<file path="src/design/c2s_pkg.sv">
`timescale 1ns / 1ps
`default_nettype none

package c2s_pkg;

    // 3 for the spatial build, 2 for the planar build (z and polar angle unused)
    localparam int SPACE_DIMS = 3;

    localparam int IN_W      = 24;                  // coordinate width
    localparam int FRAC_W    = 16;                  // coordinate scale inside the CORDIC
    localparam int DW        = 44;                  // CORDIC x/y datapath width
    localparam int AW        = 26;                  // angle accumulator width
    localparam int TURN_W    = 24;                  // accumulator units: 2^TURN_W per turn
    localparam int OUT_ANG_W = 16;                  // output angle width
    localparam int STEPS     = 22;                  // micro-rotations per CORDIC
    localparam int SHW       = 5;                   // shift / bit index width
    localparam int SW        = 2 * IN_W;            // sum of squares width
    localparam int RW        = 24;                  // root width
    localparam int GAIN_W    = 17;
    localparam int ZGW       = IN_W + GAIN_W + 1;   // z times gain

    localparam logic [GAIN_W-1:0] GAIN_Q16 = GAIN_W'(107922);

    localparam int HALF_TURN_I    = 1 << (TURN_W - 1);
    localparam int QUARTER_TURN_I = 1 << (TURN_W - 2);
    localparam int RND_I          = 1 << (TURN_W - OUT_ANG_W - 1);

    localparam logic signed [AW-1:0] HALF_TURN    = AW'(HALF_TURN_I);
    localparam logic signed [AW-1:0] QUARTER_TURN = AW'(QUARTER_TURN_I);
    localparam logic [TURN_W:0]      ANG_RND      = (TURN_W + 1)'(RND_I);
    localparam logic [OUT_ANG_W-1:0] QUARTER_OUT  = OUT_ANG_W'(1 << (OUT_ANG_W - 2));

    typedef struct packed {
        logic signed [DW-1:0] x;
        logic signed [DW-1:0] y;
        logic signed [AW-1:0] ang;
    } vec_t;

    typedef struct packed {
        logic [SW-1:0] rem;
        logic [RW-1:0] root;
    } sqrt_t;

    // per-point data that rides along the pipeline
    typedef struct packed {
        logic signed [ZGW-1:0] zg;
        logic                  xy_zero;
        logic                  origin;
        logic [OUT_ANG_W-1:0]  az;
        logic [RW-1:0]         root;
    } side_t;

    // round(atan(2^-i) * 2^24 / (2 pi))
    function automatic logic signed [AW-1:0] atan_step(input logic [SHW-1:0] idx);
        logic signed [AW-1:0] a;
        unique case (idx)
            5'd0:    a = AW'(2097152);
            5'd1:    a = AW'(1238021);
            5'd2:    a = AW'(654136);
            5'd3:    a = AW'(332050);
            5'd4:    a = AW'(166669);
            5'd5:    a = AW'(83416);
            5'd6:    a = AW'(41718);
            5'd7:    a = AW'(20860);
            5'd8:    a = AW'(10430);
            5'd9:    a = AW'(5215);
            5'd10:   a = AW'(2608);
            5'd11:   a = AW'(1304);
            5'd12:   a = AW'(652);
            5'd13:   a = AW'(326);
            5'd14:   a = AW'(163);
            5'd15:   a = AW'(81);
            5'd16:   a = AW'(41);
            5'd17:   a = AW'(20);
            5'd18:   a = AW'(10);
            5'd19:   a = AW'(5);
            5'd20:   a = AW'(3);
            5'd21:   a = AW'(1);
            default: a = '0;
        endcase
        return a;
    endfunction

endpackage

`default_nettype wire

</file>
<file path="src/design/c2s_cordic_cell.sv">
`timescale 1ns / 1ps
`default_nettype none

module c2s_cordic_cell (
    input  logic                        clk,
    input  logic                        en,
    input  logic [c2s_pkg::SHW-1:0]     shift,
    input  c2s_pkg::vec_t               din,
    output c2s_pkg::vec_t               dout
);

    c2s_pkg::vec_t                     dout_reg;
    c2s_pkg::vec_t                     dout_next;
    logic signed [c2s_pkg::DW-1:0]     dx;
    logic signed [c2s_pkg::DW-1:0]     dy;
    logic signed [c2s_pkg::AW-1:0]     step;

    assign step = c2s_pkg::atan_step(shift);

    always_comb
    begin
        dx = din.y >>> shift;
        dy = din.x >>> shift;
        if (din.y > 0)
        begin
            dout_next.x   = din.x + dx;
            dout_next.y   = din.y - dy;
            dout_next.ang = din.ang + step;
        end
        else
        begin
            dout_next.x   = din.x - dx;
            dout_next.y   = din.y + dy;
            dout_next.ang = din.ang - step;
        end
    end

    always_ff @(posedge clk)
    begin
        if (en)
        begin
            dout_reg <= dout_next;
        end
    end

    assign dout = dout_reg;

endmodule

`default_nettype wire

</file>
<file path="config.mk">
export PLATFORM = sky130hd
export DESIGN_NAME = c2s_cordic_cell
export DESIGN_NICKNAME = d
export VERILOG_FILES = /design/src/design/c2s_pkg.sv /design/src/design/c2s_cordic_cell.sv
export SDC_FILE = /design/constraint.sdc
export NUM_CORES = 1
export LEC_CHECK = 0
export BUFFER_PORTS_ARGS = -buffer_cell sky130_fd_sc_hd__buf_2
export CAP_MARGIN = 10
export CORE_UTILIZATION = 65
export CTS_CLUSTER_SIZE = 28
export DETAILED_ROUTE_END_ITERATION = 6
export PLACE_DENSITY = 0.95
export SYNTH_ARGS = -nofsm -noshare
export SYNTH_HDL_FRONTEND = slang
export SYNTH_SLANG_ARGS = --single-unit
</file>
<file path="constraint.sdc">
create_clock -name clk -period 12.4 [get_ports clk]
set_input_delay 0.62 -clock clk [delete_from_list [all_inputs] [get_ports clk]]
set_output_delay 0.62 -clock clk [all_outputs]
set_load 0.02 [all_outputs]
</file>
==> metrics <==
Detail Route Antenna Nets 0; ys async rst share 0%; worst rel slew slack 12.9%; total track usage 51.8%; Tmin final 8200 ps; DRT iter0 DRCs 3550; Arr. time, crit path 8390 ps; Achievable Freq 122 MHz; outcome finished clean; commonest non-fill, non-tap cells in the layout buf_2, nand2_1, a21oi_1, nor2_1, ha_1; min-delay src din[71]; Synth Register Bits 114; Area Growth Syn to Fin 10.1%; setup_tns 0 ps; first-pass GRT wire length 114000 um; n_diodes 0; maxcap violations 0; CTS root buffer clkbuf_16; Final Net Count 2506; CTS Hold Bufs 0; Startpoint Class input port; Mapped Nets 2352; H-tree Lvls 4; Hold Vio Cnt, Final 0; Tcrit/Tclk final 66.1%; critical path capture point type flip-flop; port buffer count 234; # fillers 1994; Tot Pwr 2.66 mW; CTS tree built; Layout Cells excl Fill 2645; Yosys warning count 0; die height 171 um; final setup fails 0; max reg flops 114; Placer Congestion 1.15; synthesized area 0.0187 mm2; critical path class in -> reg; Crit Path Max Fanout 50; Syn Area/Cell 8.89 um2; CTS Sinks 114; Reg clk slew, reported paths 60 ps; number of antenna violations at the first check in global routing 1; max incr delay on CP 980 ps; Post-CTS Setup Bufs 0; CTS Buf Count 17; Post-Place Setup Slack 4150 ps; Slew @ Worst Pin 1300 ps; die width 171 um; CP max stage cell o311ai_0; share of layout cells above drive strength 1 21.6%; Setup WS post-layout 4200 ps; DIE AREA 0.0294 mm2; Syn Inst Count 2100; Core Region 0.0280 mm2; register area 0.00342 mm2; CTS max path bufs 2; DRC 0; commonest non-fill, non-tap cell in the layout buf_2; Worst Hold Depth 2; crit-path cells buf_6, buf_4, mux2_2, mux4_2, a221oi_1, and3b_1, and3_1, nor2_1, xnor2_1, ha_1, o21a_1, o21ai_0, o311ai_0, a31oi_1, a211o_1, o2111a_1, o21ai_0, buf_4, a21bo_2, a31oi_1, o21ai_0, xor2_1; Total Wirelength 76400 um; Worst Path Required 12590 ps; Yosys top cell area share 18.3%; largest net degree at the start of global routing 69; WHS Endpoint dout[71]; Area contributors post-synth edfxtp_1, mux4_2, ha_1, mux2i_1, xnor2_1; vias in the first global route 19100; VDD IR max 0.000130 V; placed cell count 2613; initial core utilization 66.6%; CP most frequent cell o21ai_0; unrepaired setup endpoints after global routing no; area post-placement 0.0200 mm2; Via Count 20300; number of synthesized flops with an enable pin 114; leakage power 8.39 nW; DRT Pass-1 Iters 7; PD cells 129 mW/mm2; Synth area leader edfxtp_1; total gr overflow 0; Rows 61; sequential area share after synthesis 18.3%; Routed WL per cell 28.9 um; Finished Cell Area 0.0206 mm2; Hold WC Path Type in -> reg; prevailing post-synth register cell edfxtp_1; area of the multi-input gates 0.0145 mm2; vias per cell 7.68; Resized cells post-CTS 0; num ports 235; Slew Viols, Final 0; Final HPWL DP 56400 um; library cells used by synthesis 85
[worst max-delay path: cells and delay by family]
family | cells | cell delay (ps)
multiplexers | 2 | 970
buffers and inverters | 3 | 1360
adder cells (fa/ha/maj) | 1 | 340
XOR/XNOR | 2 | 250
AO/OA/AOI/OAI | 11 | 3990
AND/OR/NAND/NOR | 3 | 760
[routing by layer]
layer  wire, um  vias up  global-route usage [%]
met2      32100     2001                    76.8
met3      11500      433                    15.9
li1           -     8451                       -
met4       5350        2                    30.5
met1      27400     9435                    66.3
met5         13        -                       0
[report_power, final]
group / internal (mW) / total [mW] / switching (mW)
clock: 0.301 / 0.538 / 0.236
combinational: 0.560 / 1.51 / 0.950
sequential: 0.583 / 0.610 / 0.0269
total: 1.44 / 2.66 / 1.21
[worst max path at each step]
| stage | startpoint | end | slack (ps) | cells after the start |
|---|---|---|---|---|
| 2_1_floorplan | shift[1] | dout[25] | 5610 | 24 |
| 3_3_place_gp | shift[1] | dout[64] | 4310 | 22 |
| 3_5_place_dp | shift[0] | dout[64] | 4150 | 22 |
| 4_1_cts | shift[0] | dout[64] | 4540 | 22 |
| 5_1_grt | shift[0] | dout[113] | 4020 | 24 |
| 6_report | shift[0] | dout[64] | 4200 | 22 |
[cell families after synthesis]
logic type / Yosys count / share of synthesized area, %
AOI/OAI and AO/OA: 627 / 22.4
and+or+nand+nor: 602 / 15.8
DFF: 114 / 18.3
buffers and inverters: 170 / 4.04
adders and majority gates: 131 / 8.90
muxes: 265 / 21.5
xor gates and xnor gates: 191 / 8.96
[cell type report]
| class | instances | share of cell area, % |
|---|---|---|
| clock buffer | 17 | 2.07 |
| clock inverter | 15 | 0.822 |
| timing repair buffer | 259 | 6.69 |
| multi-input combinational | 1816 | 70.6 |
| sequential | 114 | 16.7 |
| inverter | 46 | 0.840 |
| tap | 378 | 2.30 |
[cell usage after synthesis (39+ instances only)]
master,n
a21oi_1,148
o21ai_0,111
a21o_1,49
nor2_1,147
xor2_1,83
nand3_1,44
edfxtp_1,114
inv_1,45
buf_2,39
mux2_2,60
xnor2_1,108
mux2i_1,101
nor3_1,40
ha_1,128
mux4_2,103
clkbuf_1,57
nand2_1,167
[through the flow]
stage / util (%) / hold slack, ps
CTS: 73.4 / 567
finish: 73.4 / 570
global placement: 71.3 / 993
global route: 73.4 / 576
detailed placement: 71.3 / 1020
floorplan: - / 732
Note: power is estimated with default switching activity, not from simulation.
