## src/design/c2s_pkg.sv

```systemverilog
`timescale 1ns / 1ps
`default_nettype none

package c2s_pkg;

    // 3 for the spatial build, 2 for the planar build (z and polar angle unused)
    localparam int SPACE_DIMS = 3;

    localparam int IN_W      = 24;                  // coordinate width
    localparam int FRAC_W    = 16;                  // coordinate scale inside the CORDIC
    localparam int DW        = 44;                  // CORDIC x/y datapath width
    localparam int AW        = 26;                  // angle accumulator width
    localparam int TURN_W    = 24;                  // accumulator units: 2^TURN_W per turn
    localparam int OUT_ANG_W = 16;                  // output angle width
    localparam int STEPS     = 22;                  // micro-rotations per CORDIC
    localparam int SHW       = 5;                   // shift / bit index width
    localparam int SW        = 2 * IN_W;            // sum of squares width
    localparam int RW        = 24;                  // root width
    localparam int GAIN_W    = 17;
    localparam int ZGW       = IN_W + GAIN_W + 1;   // z times gain

    localparam logic [GAIN_W-1:0] GAIN_Q16 = GAIN_W'(107922);

    localparam int HALF_TURN_I    = 1 << (TURN_W - 1);
    localparam int QUARTER_TURN_I = 1 << (TURN_W - 2);
    localparam int RND_I          = 1 << (TURN_W - OUT_ANG_W - 1);

    localparam logic signed [AW-1:0] HALF_TURN    = AW'(HALF_TURN_I);
    localparam logic signed [AW-1:0] QUARTER_TURN = AW'(QUARTER_TURN_I);
    localparam logic [TURN_W:0]      ANG_RND      = (TURN_W + 1)'(RND_I);
    localparam logic [OUT_ANG_W-1:0] QUARTER_OUT  = OUT_ANG_W'(1 << (OUT_ANG_W - 2));

    typedef struct packed {
        logic signed [DW-1:0] x;
        logic signed [DW-1:0] y;
        logic signed [AW-1:0] ang;
    } vec_t;

    typedef struct packed {
        logic [SW-1:0] rem;
        logic [RW-1:0] root;
    } sqrt_t;

    // per-point data that rides along the pipeline
    typedef struct packed {
        logic signed [ZGW-1:0] zg;
        logic                  xy_zero;
        logic                  origin;
        logic [OUT_ANG_W-1:0]  az;
        logic [RW-1:0]         root;
    } side_t;

    // round(atan(2^-i) * 2^24 / (2 pi))
    function automatic logic signed [AW-1:0] atan_step(input logic [SHW-1:0] idx);
        logic signed [AW-1:0] a;
        unique case (idx)
            5'd0:    a = AW'(2097152);
            5'd1:    a = AW'(1238021);
            5'd2:    a = AW'(654136);
            5'd3:    a = AW'(332050);
            5'd4:    a = AW'(166669);
            5'd5:    a = AW'(83416);
            5'd6:    a = AW'(41718);
            5'd7:    a = AW'(20860);
            5'd8:    a = AW'(10430);
            5'd9:    a = AW'(5215);
            5'd10:   a = AW'(2608);
            5'd11:   a = AW'(1304);
            5'd12:   a = AW'(652);
            5'd13:   a = AW'(326);
            5'd14:   a = AW'(163);
            5'd15:   a = AW'(81);
            5'd16:   a = AW'(41);
            5'd17:   a = AW'(20);
            5'd18:   a = AW'(10);
            5'd19:   a = AW'(5);
            5'd20:   a = AW'(3);
            5'd21:   a = AW'(1);
            default: a = '0;
        endcase
        return a;
    endfunction

endpackage

`default_nettype wire

```

## src/design/c2s_sqrt_cell.sv

```systemverilog
`timescale 1ns / 1ps
`default_nettype none

module c2s_sqrt_cell (
    input  logic                        clk,
    input  logic                        en,
    input  logic [c2s_pkg::SHW-1:0]     bit_idx,
    input  c2s_pkg::sqrt_t              din,
    output c2s_pkg::sqrt_t              dout
);

    c2s_pkg::sqrt_t                    dout_reg;
    c2s_pkg::sqrt_t                    dout_next;
    logic [c2s_pkg::SW:0]              base;
    logic [c2s_pkg::SW:0]              trial;

    // (root + 2^k)^2 - root^2 = root * 2^(k+1) + 2^(2k)
    always_comb
    begin
        base  = (c2s_pkg::SW + 1)'(din.root) << (bit_idx + c2s_pkg::SHW'(1));
        trial = base + ((c2s_pkg::SW + 1)'(1) << {bit_idx, 1'b0});
        dout_next = din;
        if ({1'b0, din.rem} >= trial)
        begin
            dout_next.rem  = din.rem - trial[c2s_pkg::SW-1:0];
            dout_next.root = din.root | (c2s_pkg::RW'(1) << bit_idx);
        end
    end

    always_ff @(posedge clk)
    begin
        if (en)
        begin
            dout_reg <= dout_next;
        end
    end

    assign dout = dout_reg;

endmodule

`default_nettype wire

```

## config.mk

```make
export PLATFORM = sky130hd
export DESIGN_NAME = c2s_sqrt_cell
export DESIGN_NICKNAME = d
export VERILOG_FILES = /design/src/design/c2s_pkg.sv /design/src/design/c2s_sqrt_cell.sv
export SDC_FILE = /design/constraint.sdc
export NUM_CORES = 1
export LEC_CHECK = 0
export ABC_CLOCK_PERIOD_IN_PS = 7700
export BUFFER_PORTS_ARGS = -buffer_cell sky130_fd_sc_hd__buf_2
export CAP_MARGIN = 20
export CORE_ASPECT_RATIO = 1.2
export CORE_MARGIN = 2
export CORE_UTILIZATION = 40
export DETAILED_ROUTE_END_ITERATION = 16
export PLACE_DENSITY = 0.65
export SLEW_MARGIN = 25
export SYNTH_ARGS = -nofsm -noshare
export SYNTH_HDL_FRONTEND = slang
export SYNTH_SLANG_ARGS = --single-unit
```

## constraint.sdc

```tcl
create_clock -name clk -period 7.7 [get_ports clk]
set_clock_uncertainty 0.1 [all_clocks]
set_input_delay 0.385 -clock clk [delete_from_list [all_inputs] [get_ports clk]]
set_output_delay 0.385 -clock clk [all_outputs]
set_load 0.02 [all_outputs]
```

==> results.md <==
- Maximum clock frequency: 139 MHz
- Gate count of the mapped netlist: 1024
- First-iteration detailed-routing DRC count: 574
- Depth of the worst hold-timing path: 2
- Post-synthesis simple-gate area fraction: 16.2%
- Flip-flop count of the largest register after layout: 72
- Setup TNS: 0 ps
- Number of placement rows: 60
- X dimension of the die: 143 um
- Post-detailed-route wirelength per cell: 18.6 um
- Post-CTS Repair Setup Buffers: 0
- Most used cells in the layout excluding fill and tap cells: buf_2, nor2_1, nand2_1
- Total of max-cap violations: 0
- Combinational family with the most area after synthesis: compound AO/OA/AOI/OAI gates
- Post-cts sizing count: 0
- Unrepaired setup endpoints after global routing: no
- Via Count: 8612
- Antenna Diode Count: 0
- Multiplexer area fraction after synthesis: 15.5%
- CP peak stage delay: 620 ps
- Total I/O pin count: 151
- Most frequent standard cell in the layout excluding fill and tap cells: buf_2
- HPWL Detailed: 22400 um
- CTS tree: built
- Arrival time worst endpoint: 7310 ps
- Power density relative to cell area: 204 nW/um^2
- Hold-fix buffer count after cts: 0
- Library cells used by synthesis: 87
- Max Slew Vio Count: 0
- Startpoint of the most critical hold path: din[62]
- Largest net degree at the start of global routing: 73
- Per-instance average area after synthesis: 9.00 sq um
- Type of the setup path with the least slack: in2reg
- Fraction of the core area covered by cells at the end of the flow: 48.2%
- Post-synth net total: 1183
- Critical path peak fanout: 7
- Static leakage: 4.58 nW
- Flip-flop and latch count after synthesis: 72
- Yosys warning count: 0
- H-tree depth: 3
- Number of global-route vias before repair: 8224
- Kind of end point of the critical path: register
- Final setup violating endpoints: 0
- Post-route DRC: 0
- XOR/XNOR Fraction of Synth Area: 9.00%
- Initial core utilization: 40.9%
- Compound-Gate Fraction of Synth Area: 21.5%
- Average via count per standard cell: 5.81
- Worst EP required: 7820 ps
- Library cell used as clock root buffer: clkbuf_16
- Total power consumption of the routed design: 0.00222 W
- Period Utilization, post-route: 93.4%
- Path type of the worst min-delay path: in2reg
- Arithmetic-cell share of the synthesized area counting full adders, half adders and majority gates: 10.9%
- Number of nets with antenna violations after routing: 0
- Worst setup SP type: primary input
- Post-layout min period: 7190 ps
- Worst slew slack as a fraction of its limit: 36.2%
- Clock transition at the registers of the reported paths: 60 ps
- Footprint of the flip-flops and latches: 2160 sq um
- Post-layout net count: 1357
- Core area: 22500 sq um
- CTS buffer count: 9
- Leftover overflow at the end of global routing: 0
- Primary FF master, synth: edfxtp_1
- Die Outline Area: 24300 sq um
- Post-synth design cell area: 9210 sq um
- Drt pass-1 iters: 5
- Share of cells above drive strength 1: 26.8%
- Antenna violations before repair: 0
- Peak ir drop on the vdd network: 112 uV
- Area growth from synthesis to final layout: 17.7%
- Global-route wire length before repair: 42700 um
- Final Hold Viols: 0
- Chip Height: 170 um
- Slowest-stage cell, CP: or4b_2
- GRT Resource Usage Total: 22.4%
- Buffer levels on the longest clock path: 2
- Number of port buffers: 150
- Run status: finished, final reports clean
- Number of enable flip-flop cells after synthesis: 72
- Total of fill cells in the finished design: 2223
- FFs w/ async S/R, synth: 0%
- Total wire length: 27600 um
- Total area of multi-input combinational cells: 6770 sq um
- Sink of the worst hold path: dout[62]
- Gp weighted congestion: 0.979
- Hold Slack: 256 ps
- Sinks on Clock Net: 72
- Slew at the pin closest to its max-slew limit: 956 ps
- Part of the Yosys area used for sequential elements: 23.5%
-- critical path, delay by kind of cell --
kind	cells	cell delay (ps)
AOI/OAI and AO/OA	13	2830
xor gates and xnor gates	1	130
adders and majority gates	3	1090
buffers and inverters	3	390
muxes	2	550
and+or+nand+nor	10	1910
-- cells by family (layout without fill, tap and decap cells) --
family | after synthesis | after routing
simple gates | 312 | 312
buf+inv | 65 | 244
flops | 72 | 72
mux | 113 | 113
fa+ha+maj | 80 | 80
xor+xnor | 93 | 93
compound gates | 289 | 289
-- cell type report --
class | instances | area share (%)
inverter | 25 | 0.865
clock buffer | 11 | 2.15
multi-input combinational | 887 | 62.4
sequential | 72 | 19.9
clock inverter | 5 | 0.750
timing repair buffer | 203 | 10.7
tap | 279 | 3.22
-- layer usage --
layer	track usage, %	vias up	routed length, um	part of all wire [%]
met5	0	-	0	0
li1	-	4209	-	-
met4	7.49	0	818	3.0
met3	3.83	57	1580	5.7
met1	28.6	4040	11900	43
met2	38.2	306	13300	48
-- Yosys cell counts, types with 20 or more instances --
cell	count	area, sq um
nor2_1	96	360
and2_1	22	138
ha_1	79	988
mux2_2	52	586
xnor2_1	50	438
nand2_1	87	327
a21o_1	40	300
nand3_1	21	105
a21oi_1	65	325
mux2i_1	36	360
xor2_1	41	359
edfxtp_1	72	2160
nor2b_1	20	125
o21ai_0	41	205
o21bai_1	21	158
inv_1	24	90.1
-- stage by stage --
stage,setup WS [ps],std cells,area [sq um]
2_1_floorplan,27.5,1024,9230
3_3_place_gp,202,1466,10500
3_5_place_dp,174,1466,10500
4_1_cts,541,1482,10800
5_1_grt,8.27,1482,10800
6_report,508,1482,10800
-- where the power goes --
| part | internal, W | total, W | switching, W |
|---|---|---|---|
| Clock | 0.000284 | 0.000456 | 0.000172 |
| Sequential | 0.000534 | 0.000549 | 0.0000156 |
| Combinational | 0.000528 | 0.00121 | 0.000684 |
| Total | 0.00135 | 0.00222 | 0.000872 |
-- how the worst max path moves through the flow --
stage,startpoint,to,cells after the start
after global routing,bit_idx[1],dout[65],33
final,bit_idx[1],dout[70],32
after floorplan,bit_idx[0],dout[62],41
after detailed placement,bit_idx[1],dout[57],36
after CTS,bit_idx[1],dout[57],36
after global placement,bit_idx[1],dout[60],36
Note: power is estimated with default switching activity, not from simulation.
