File: src/design/c2s_pkg.sv
`timescale 1ns / 1ps
`default_nettype none

package c2s_pkg;

    // 3 for the spatial build, 2 for the planar build (z and polar angle unused)
    localparam int SPACE_DIMS = 3;

    localparam int IN_W      = 24;                  // coordinate width
    localparam int FRAC_W    = 16;                  // coordinate scale inside the CORDIC
    localparam int DW        = 44;                  // CORDIC x/y datapath width
    localparam int AW        = 26;                  // angle accumulator width
    localparam int TURN_W    = 24;                  // accumulator units: 2^TURN_W per turn
    localparam int OUT_ANG_W = 16;                  // output angle width
    localparam int STEPS     = 22;                  // micro-rotations per CORDIC
    localparam int SHW       = 5;                   // shift / bit index width
    localparam int SW        = 2 * IN_W;            // sum of squares width
    localparam int RW        = 24;                  // root width
    localparam int GAIN_W    = 17;
    localparam int ZGW       = IN_W + GAIN_W + 1;   // z times gain

    localparam logic [GAIN_W-1:0] GAIN_Q16 = GAIN_W'(107922);

    localparam int HALF_TURN_I    = 1 << (TURN_W - 1);
    localparam int QUARTER_TURN_I = 1 << (TURN_W - 2);
    localparam int RND_I          = 1 << (TURN_W - OUT_ANG_W - 1);

    localparam logic signed [AW-1:0] HALF_TURN    = AW'(HALF_TURN_I);
    localparam logic signed [AW-1:0] QUARTER_TURN = AW'(QUARTER_TURN_I);
    localparam logic [TURN_W:0]      ANG_RND      = (TURN_W + 1)'(RND_I);
    localparam logic [OUT_ANG_W-1:0] QUARTER_OUT  = OUT_ANG_W'(1 << (OUT_ANG_W - 2));

    typedef struct packed {
        logic signed [DW-1:0] x;
        logic signed [DW-1:0] y;
        logic signed [AW-1:0] ang;
    } vec_t;

    typedef struct packed {
        logic [SW-1:0] rem;
        logic [RW-1:0] root;
    } sqrt_t;

    // per-point data that rides along the pipeline
    typedef struct packed {
        logic signed [ZGW-1:0] zg;
        logic                  xy_zero;
        logic                  origin;
        logic [OUT_ANG_W-1:0]  az;
        logic [RW-1:0]         root;
    } side_t;

    // round(atan(2^-i) * 2^24 / (2 pi))
    function automatic logic signed [AW-1:0] atan_step(input logic [SHW-1:0] idx);
        logic signed [AW-1:0] a;
        unique case (idx)
            5'd0:    a = AW'(2097152);
            5'd1:    a = AW'(1238021);
            5'd2:    a = AW'(654136);
            5'd3:    a = AW'(332050);
            5'd4:    a = AW'(166669);
            5'd5:    a = AW'(83416);
            5'd6:    a = AW'(41718);
            5'd7:    a = AW'(20860);
            5'd8:    a = AW'(10430);
            5'd9:    a = AW'(5215);
            5'd10:   a = AW'(2608);
            5'd11:   a = AW'(1304);
            5'd12:   a = AW'(652);
            5'd13:   a = AW'(326);
            5'd14:   a = AW'(163);
            5'd15:   a = AW'(81);
            5'd16:   a = AW'(41);
            5'd17:   a = AW'(20);
            5'd18:   a = AW'(10);
            5'd19:   a = AW'(5);
            5'd20:   a = AW'(3);
            5'd21:   a = AW'(1);
            default: a = '0;
        endcase
        return a;
    endfunction

endpackage

`default_nettype wire

File: src/design/c2s_prep.sv
`timescale 1ns / 1ps
`default_nettype none

module c2s_prep (
    input  logic                                clk,
    input  logic                                en,
    input  logic signed [c2s_pkg::IN_W-1:0]     x_coord,
    input  logic signed [c2s_pkg::IN_W-1:0]     y_coord,
    input  logic signed [c2s_pkg::IN_W-1:0]     z_coord,
    output c2s_pkg::vec_t                       vec,
    output c2s_pkg::sqrt_t                      sq,
    output c2s_pkg::side_t                      side
);

    logic signed [2*c2s_pkg::IN_W-1:0]  xx;
    logic signed [2*c2s_pkg::IN_W-1:0]  yy;
    logic signed [2*c2s_pkg::IN_W-1:0]  zz;
    logic signed [c2s_pkg::DW-1:0]      cx0;
    logic signed [c2s_pkg::DW-1:0]      cy0;

    logic [c2s_pkg::SW-1:0]             xsq_reg, xsq_next;
    logic [c2s_pkg::SW-1:0]             ysq_reg, ysq_next;
    logic [c2s_pkg::SW-1:0]             zsq_reg, zsq_next;
    c2s_pkg::vec_t                      veca_reg, veca_next;
    c2s_pkg::side_t                     sidea_reg, sidea_next;

    c2s_pkg::vec_t                      vecb_reg;
    c2s_pkg::sqrt_t                     sqb_reg, sqb_next;
    c2s_pkg::side_t                     sideb_reg;

    assign xx = x_coord * x_coord;
    assign yy = y_coord * y_coord;
    assign zz = z_coord * z_coord;

    assign cx0 = c2s_pkg::DW'(signed'({x_coord, {c2s_pkg::FRAC_W{1'b0}}}));
    assign cy0 = c2s_pkg::DW'(signed'({y_coord, {c2s_pkg::FRAC_W{1'b0}}}));

    always_comb
    begin
        xsq_next = c2s_pkg::SW'($unsigned(xx));
        ysq_next = c2s_pkg::SW'($unsigned(yy));
        zsq_next = (c2s_pkg::SPACE_DIMS == 3) ? c2s_pkg::SW'($unsigned(zz)) : '0;

        // left half plane: turn by a half turn first
        if (x_coord < 0)
        begin
            veca_next.x   = -cx0;
            veca_next.y   = -cy0;
            veca_next.ang = c2s_pkg::HALF_TURN;
        end
        else
        begin
            veca_next.x   = cx0;
            veca_next.y   = cy0;
            veca_next.ang = '0;
        end

        sidea_next.zg      = z_coord * $signed({1'b0, c2s_pkg::GAIN_Q16});
        sidea_next.xy_zero = (x_coord == 0) && (y_coord == 0);
        sidea_next.origin  = (x_coord == 0) && (y_coord == 0) && (z_coord == 0);
        sidea_next.az      = '0;
        sidea_next.root    = '0;

        sqb_next.rem  = xsq_reg + ysq_reg + zsq_reg;
        sqb_next.root = '0;
    end

    always_ff @(posedge clk)
    begin
        if (en)
        begin
            xsq_reg   <= xsq_next;
            ysq_reg   <= ysq_next;
            zsq_reg   <= zsq_next;
            veca_reg  <= veca_next;
            sidea_reg <= sidea_next;
            vecb_reg  <= veca_reg;
            sqb_reg   <= sqb_next;
            sideb_reg <= sidea_reg;
        end
    end

    assign vec  = vecb_reg;
    assign sq   = sqb_reg;
    assign side = sideb_reg;

endmodule

`default_nettype wire

File: config.mk
export PLATFORM = sky130hd
export DESIGN_NAME = c2s_prep
export DESIGN_NICKNAME = d
export VERILOG_FILES = /design/src/design/c2s_pkg.sv /design/src/design/c2s_prep.sv
export SDC_FILE = /design/constraint.sdc
export NUM_CORES = 2
export LEC_CHECK = 0
export BUFFER_PORTS_ARGS = -buffer_cell sky130_fd_sc_hd__clkbuf_2
export CAP_MARGIN = 10
export CORE_AREA = 3 3 572 574
export DETAILED_ROUTE_END_ITERATION = 7
export DIE_AREA = 0 0 575 577
export PLACE_DENSITY_LB_ADDON = 0.05
export SYNTH_ARGS = -nofsm -noshare
export SYNTH_HDL_FRONTEND = slang
export SYNTH_SLANG_ARGS = --single-unit
File: constraint.sdc
create_clock -name clk -period 10.56 [get_ports clk]
set_clock_uncertainty 0.15 [all_clocks]
set_input_delay 1.056 -clock clk [delete_from_list [all_inputs] [get_ports clk]]
set_output_delay 1.056 -clock clk [all_outputs]
set_load 0.005 [all_outputs]
==> PnR_summary.wiki <==
{| class="wikitable"
! Metric !! Value
|-
| Final sum of negative setup slack || 0 ns
|-
| Number of antenna violations at the first check in global routing || 17
|-
| Slew at the pin closest to its max-slew limit || 1.226 ns
|-
| Global-route total usage across every layer || 0.1594
|-
| EDFF count, synth || 386
|-
| Post-route ant nets || 0
|-
| Synth warn || 0
|-
| Inserted Clock Buffers || 55
|-
| Share of flip-flops with an asynchronous set or reset || 0
|-
| Number of max-slew violations in the final report || 0
|-
| Type of the worst min-delay path || reg -> reg
|-
| Library cells used by synthesis || 81
|-
| Clock input transition at the sequential cells of the worst setup and hold paths || 0.07 ns
|-
| Crit path kind || in -> reg
|-
| Share of Yosys cell area claimed by the top area cell type || 0.4579
|-
| Leading cell type in the layout, fill and taps excluded || inv_1
|-
| Worst Setup Start Kind || primary input
|-
| Total wirelength of the detailed-routed design || 258.5 mm
|-
| Number of remaining DRC errors || 0
|-
| Layout cell share with drive strength beyond 1 || 0.05671
|-
| Cts hold-fix bufs || 0
|-
| Outcome || complete, no violations
|-
| CTS H-tree depth || 2
|-
| Half-perimeter wire length after placement || 221.1 mm
|-
| Top post-synthesis cells by area || fa_1 46%, edfxtp_1 14%, inv_1 11%
|-
| Time the final worst path needs with I/O delays and setup || 8.574 ns
|-
| Sequential share of the synthesized area || 0.1441
|-
| Remaining global-route overflow || 0
|-
| WP buf/inv || 7
|-
| Maximum number of pins on one net before global-route repair || 110
|-
| Number of vias in the routed layout || 51.32k
|-
| CP Data Arrival Time || 8.87 ns
|-
| Area added between synthesis and finish || 9.945%
|-
| Via count of the first global-routing pass || 59.75k
|-
| Highest net fanout along the worst path || 13
|-
| TritonCTS clock tree || yes
|-
| Largest incremental delay on the critical path || 0.56 ns
|-
| Detail-routed via count per cell || 4.129
|-
| Number of DRC markers after the initial detailed-route iteration || 2152
|-
| Cell family contributing the most delay on the critical path || adder cells
|-
| Dominant cell type by area after synthesis || fa_1
|-
| Average wire length per cell after detail routing || 20.80 µm
|-
| Cell Rows || 209
|-
| Clock latency on the worst-skew pair || 0.74 ns
|-
| Unrepaired setup endpoints after global routing || no
|-
| Vert. Die Dim || 577 µm
|-
| Final Setup Violations || 0
|-
| Boundary Pins || 344
|-
| Total die area || 0.3318 mm²
|-
| Port-buffer cells || 221
|-
| Max_slew headroom || 0.1613
|-
| Fillers || 34.54k
|-
| Combined area of all synthesized cells || 0.08045 mm²
|-
| Largest register FFs || 57
|-
| Number of iterations in the first detailed-routing pass || 5
|-
| Clock Tree Buf Depth || 3
|-
| Number of max-cap violations || 0
|-
| Die X-Extent || 575 µm
|-
| Commonest non-fill, non-tap cells in the layout || 2265 x inv_1, 1840 x fa_1, 654 x nand2_1
|-
| Count of final hold-check violations || 0
|-
| Critical-path top delay cell || clkinv_1
|-
| Syn_area_per_cell || 10.21 µm²
|-
| Post-Syn Instances || 7877
|-
| Resize count post-CTS || 0
|-
| Achievable clock frequency || 116.6 MHz
|-
| CTS Root Cell || clkbuf_16
|-
| Critical Path RT || 10.86 ns
|-
| Capturing element type of the critical path || flip-flop
|-
| Initial core utilization || 0.2489
|-
| Post-CTS setup buffer count || 0
|-
| Flip-flop and latch count after synthesis || 386
|-
| Main synth FF type || edfxtp_1
|-
| Final clock period utilization by the worst path || 0.8120
|-
| Gpl congestion || 0.8097
|-
| Area of the core || 0.3232 mm²
|-
| Most numerous cell on the critical path || fa_1
|-
| Net count reported at finish || 10.61k
|-
| First-pass GRT wire length || 394.0 mm
|-
| Total clock sinks || 386
|}
through the flow:
stage               instances  hold slack (ns)  setup WS, ns  utilization  cell area, µm²
global placement        12320           0.2521         1.214       0.2678           86570
global route            12420           0.2479         1.567       0.2736           88430
CTS                     12420           0.2446         2.010       0.2736           88430
finish                  12430           0.2514         1.986       0.2736           88450
floorplan                8000           0.2503         1.756            -           80910
detailed placement      12320           0.2545         1.230       0.2678           86570
layer usage:
| metal | up-vias | track usage | routed length (µm) |
|---|---|---|---|
| li1 | 23580 | - | - |
| met1 | 27040 | 0.2151 | 117300 |
| met2 | 587 | 0.2835 | 131600 |
| met3 | 115 | 0.01454 | 6561 |
| met4 | 0 | 0.02023 | 3026 |
| met5 | - | 0 | 0 |
synth_stat cells (28+ instances only):
cell / count
buf_4: 122
a21o_1: 122
inv_1: 2265
xnor2_1: 245
o21ai_0: 115
clkbuf_1: 199
nor2_1: 275
fa_1: 1840
o21a_1: 28
o21bai_1: 36
nor2b_1: 45
and2_1: 191
a21oi_1: 202
nand2b_1: 36
edfxtp_1: 386
nand2_1: 654
xor2_1: 79
nand3_1: 43
ha_1: 647
worst register-to-register path: stages, from the launching register on:
cell and delay [ns]:
edfxtp_1 0.49, fa_1 0.53, ha_1 0.18, inv_1 0.07, fa_1 0.46, nor2b_1 0.13
o21ai_0 0.12, a21oi_1 0.22, o21ai_0 0.20, o21ai_0 0.47, a31o_2 0.35, a211o_1 0.26
nand3_1 0.15, nand3_1 0.09, nor3b_1 0.70
area by class of cell:
class,count,area (µm²),area share
multi-input cells,5000,59040,0.6676
flip-flops and latches,386,11590,0.1311
inverters,2277,8547,0.09663
well taps,4325,5411,0.06118
repair buffers,332,1977,0.02235
clock buffers,65,1414,0.01599
clock inverters,34,442.9,0.005008
diodes,8,20.02,0.0002263
logic make-up (layout without fill, tap and decap cells):
logic type / after synthesis / after routing / synth area share
buffers and inverters: 2614 / 2708 / 0.1278
adder cells (fa/ha/maj): 2487 / 2487 / 0.5585
AND/OR/NAND/NOR: 1378 / 1378 / 0.07798
AO/OA/AOI/OAI: 673 / 673 / 0.05448
flip-flops: 386 / 386 / 0.1441
XOR/XNOR: 324 / 324 / 0.03527
multiplexers: 14 / 14 / 0.001820
other: 1 / 132 / 0.00004662
path summary, 6_finish.rpt:
kind | end | slack (ns) | cells after the start | start
min | vec[97]$_DFFE_PP_ | 0.25 | 0 | veca_reg[97]$_DFFE_PP_
max reg2reg | sq[71]$_DFFE_PP_ | 5.64 | 14 | zsq_reg[3]$_DFFE_PP_
min reg2reg | vec[97]$_DFFE_PP_ | 0.25 | 0 | veca_reg[97]$_DFFE_PP_
max | zsq_reg[46]$_DFFE_PP_ | 1.99 | 25 | z_coord[0]
Power is not shown: default switching activity piles up to over one toggle a cycle in this logic, so the estimate is an artifact.
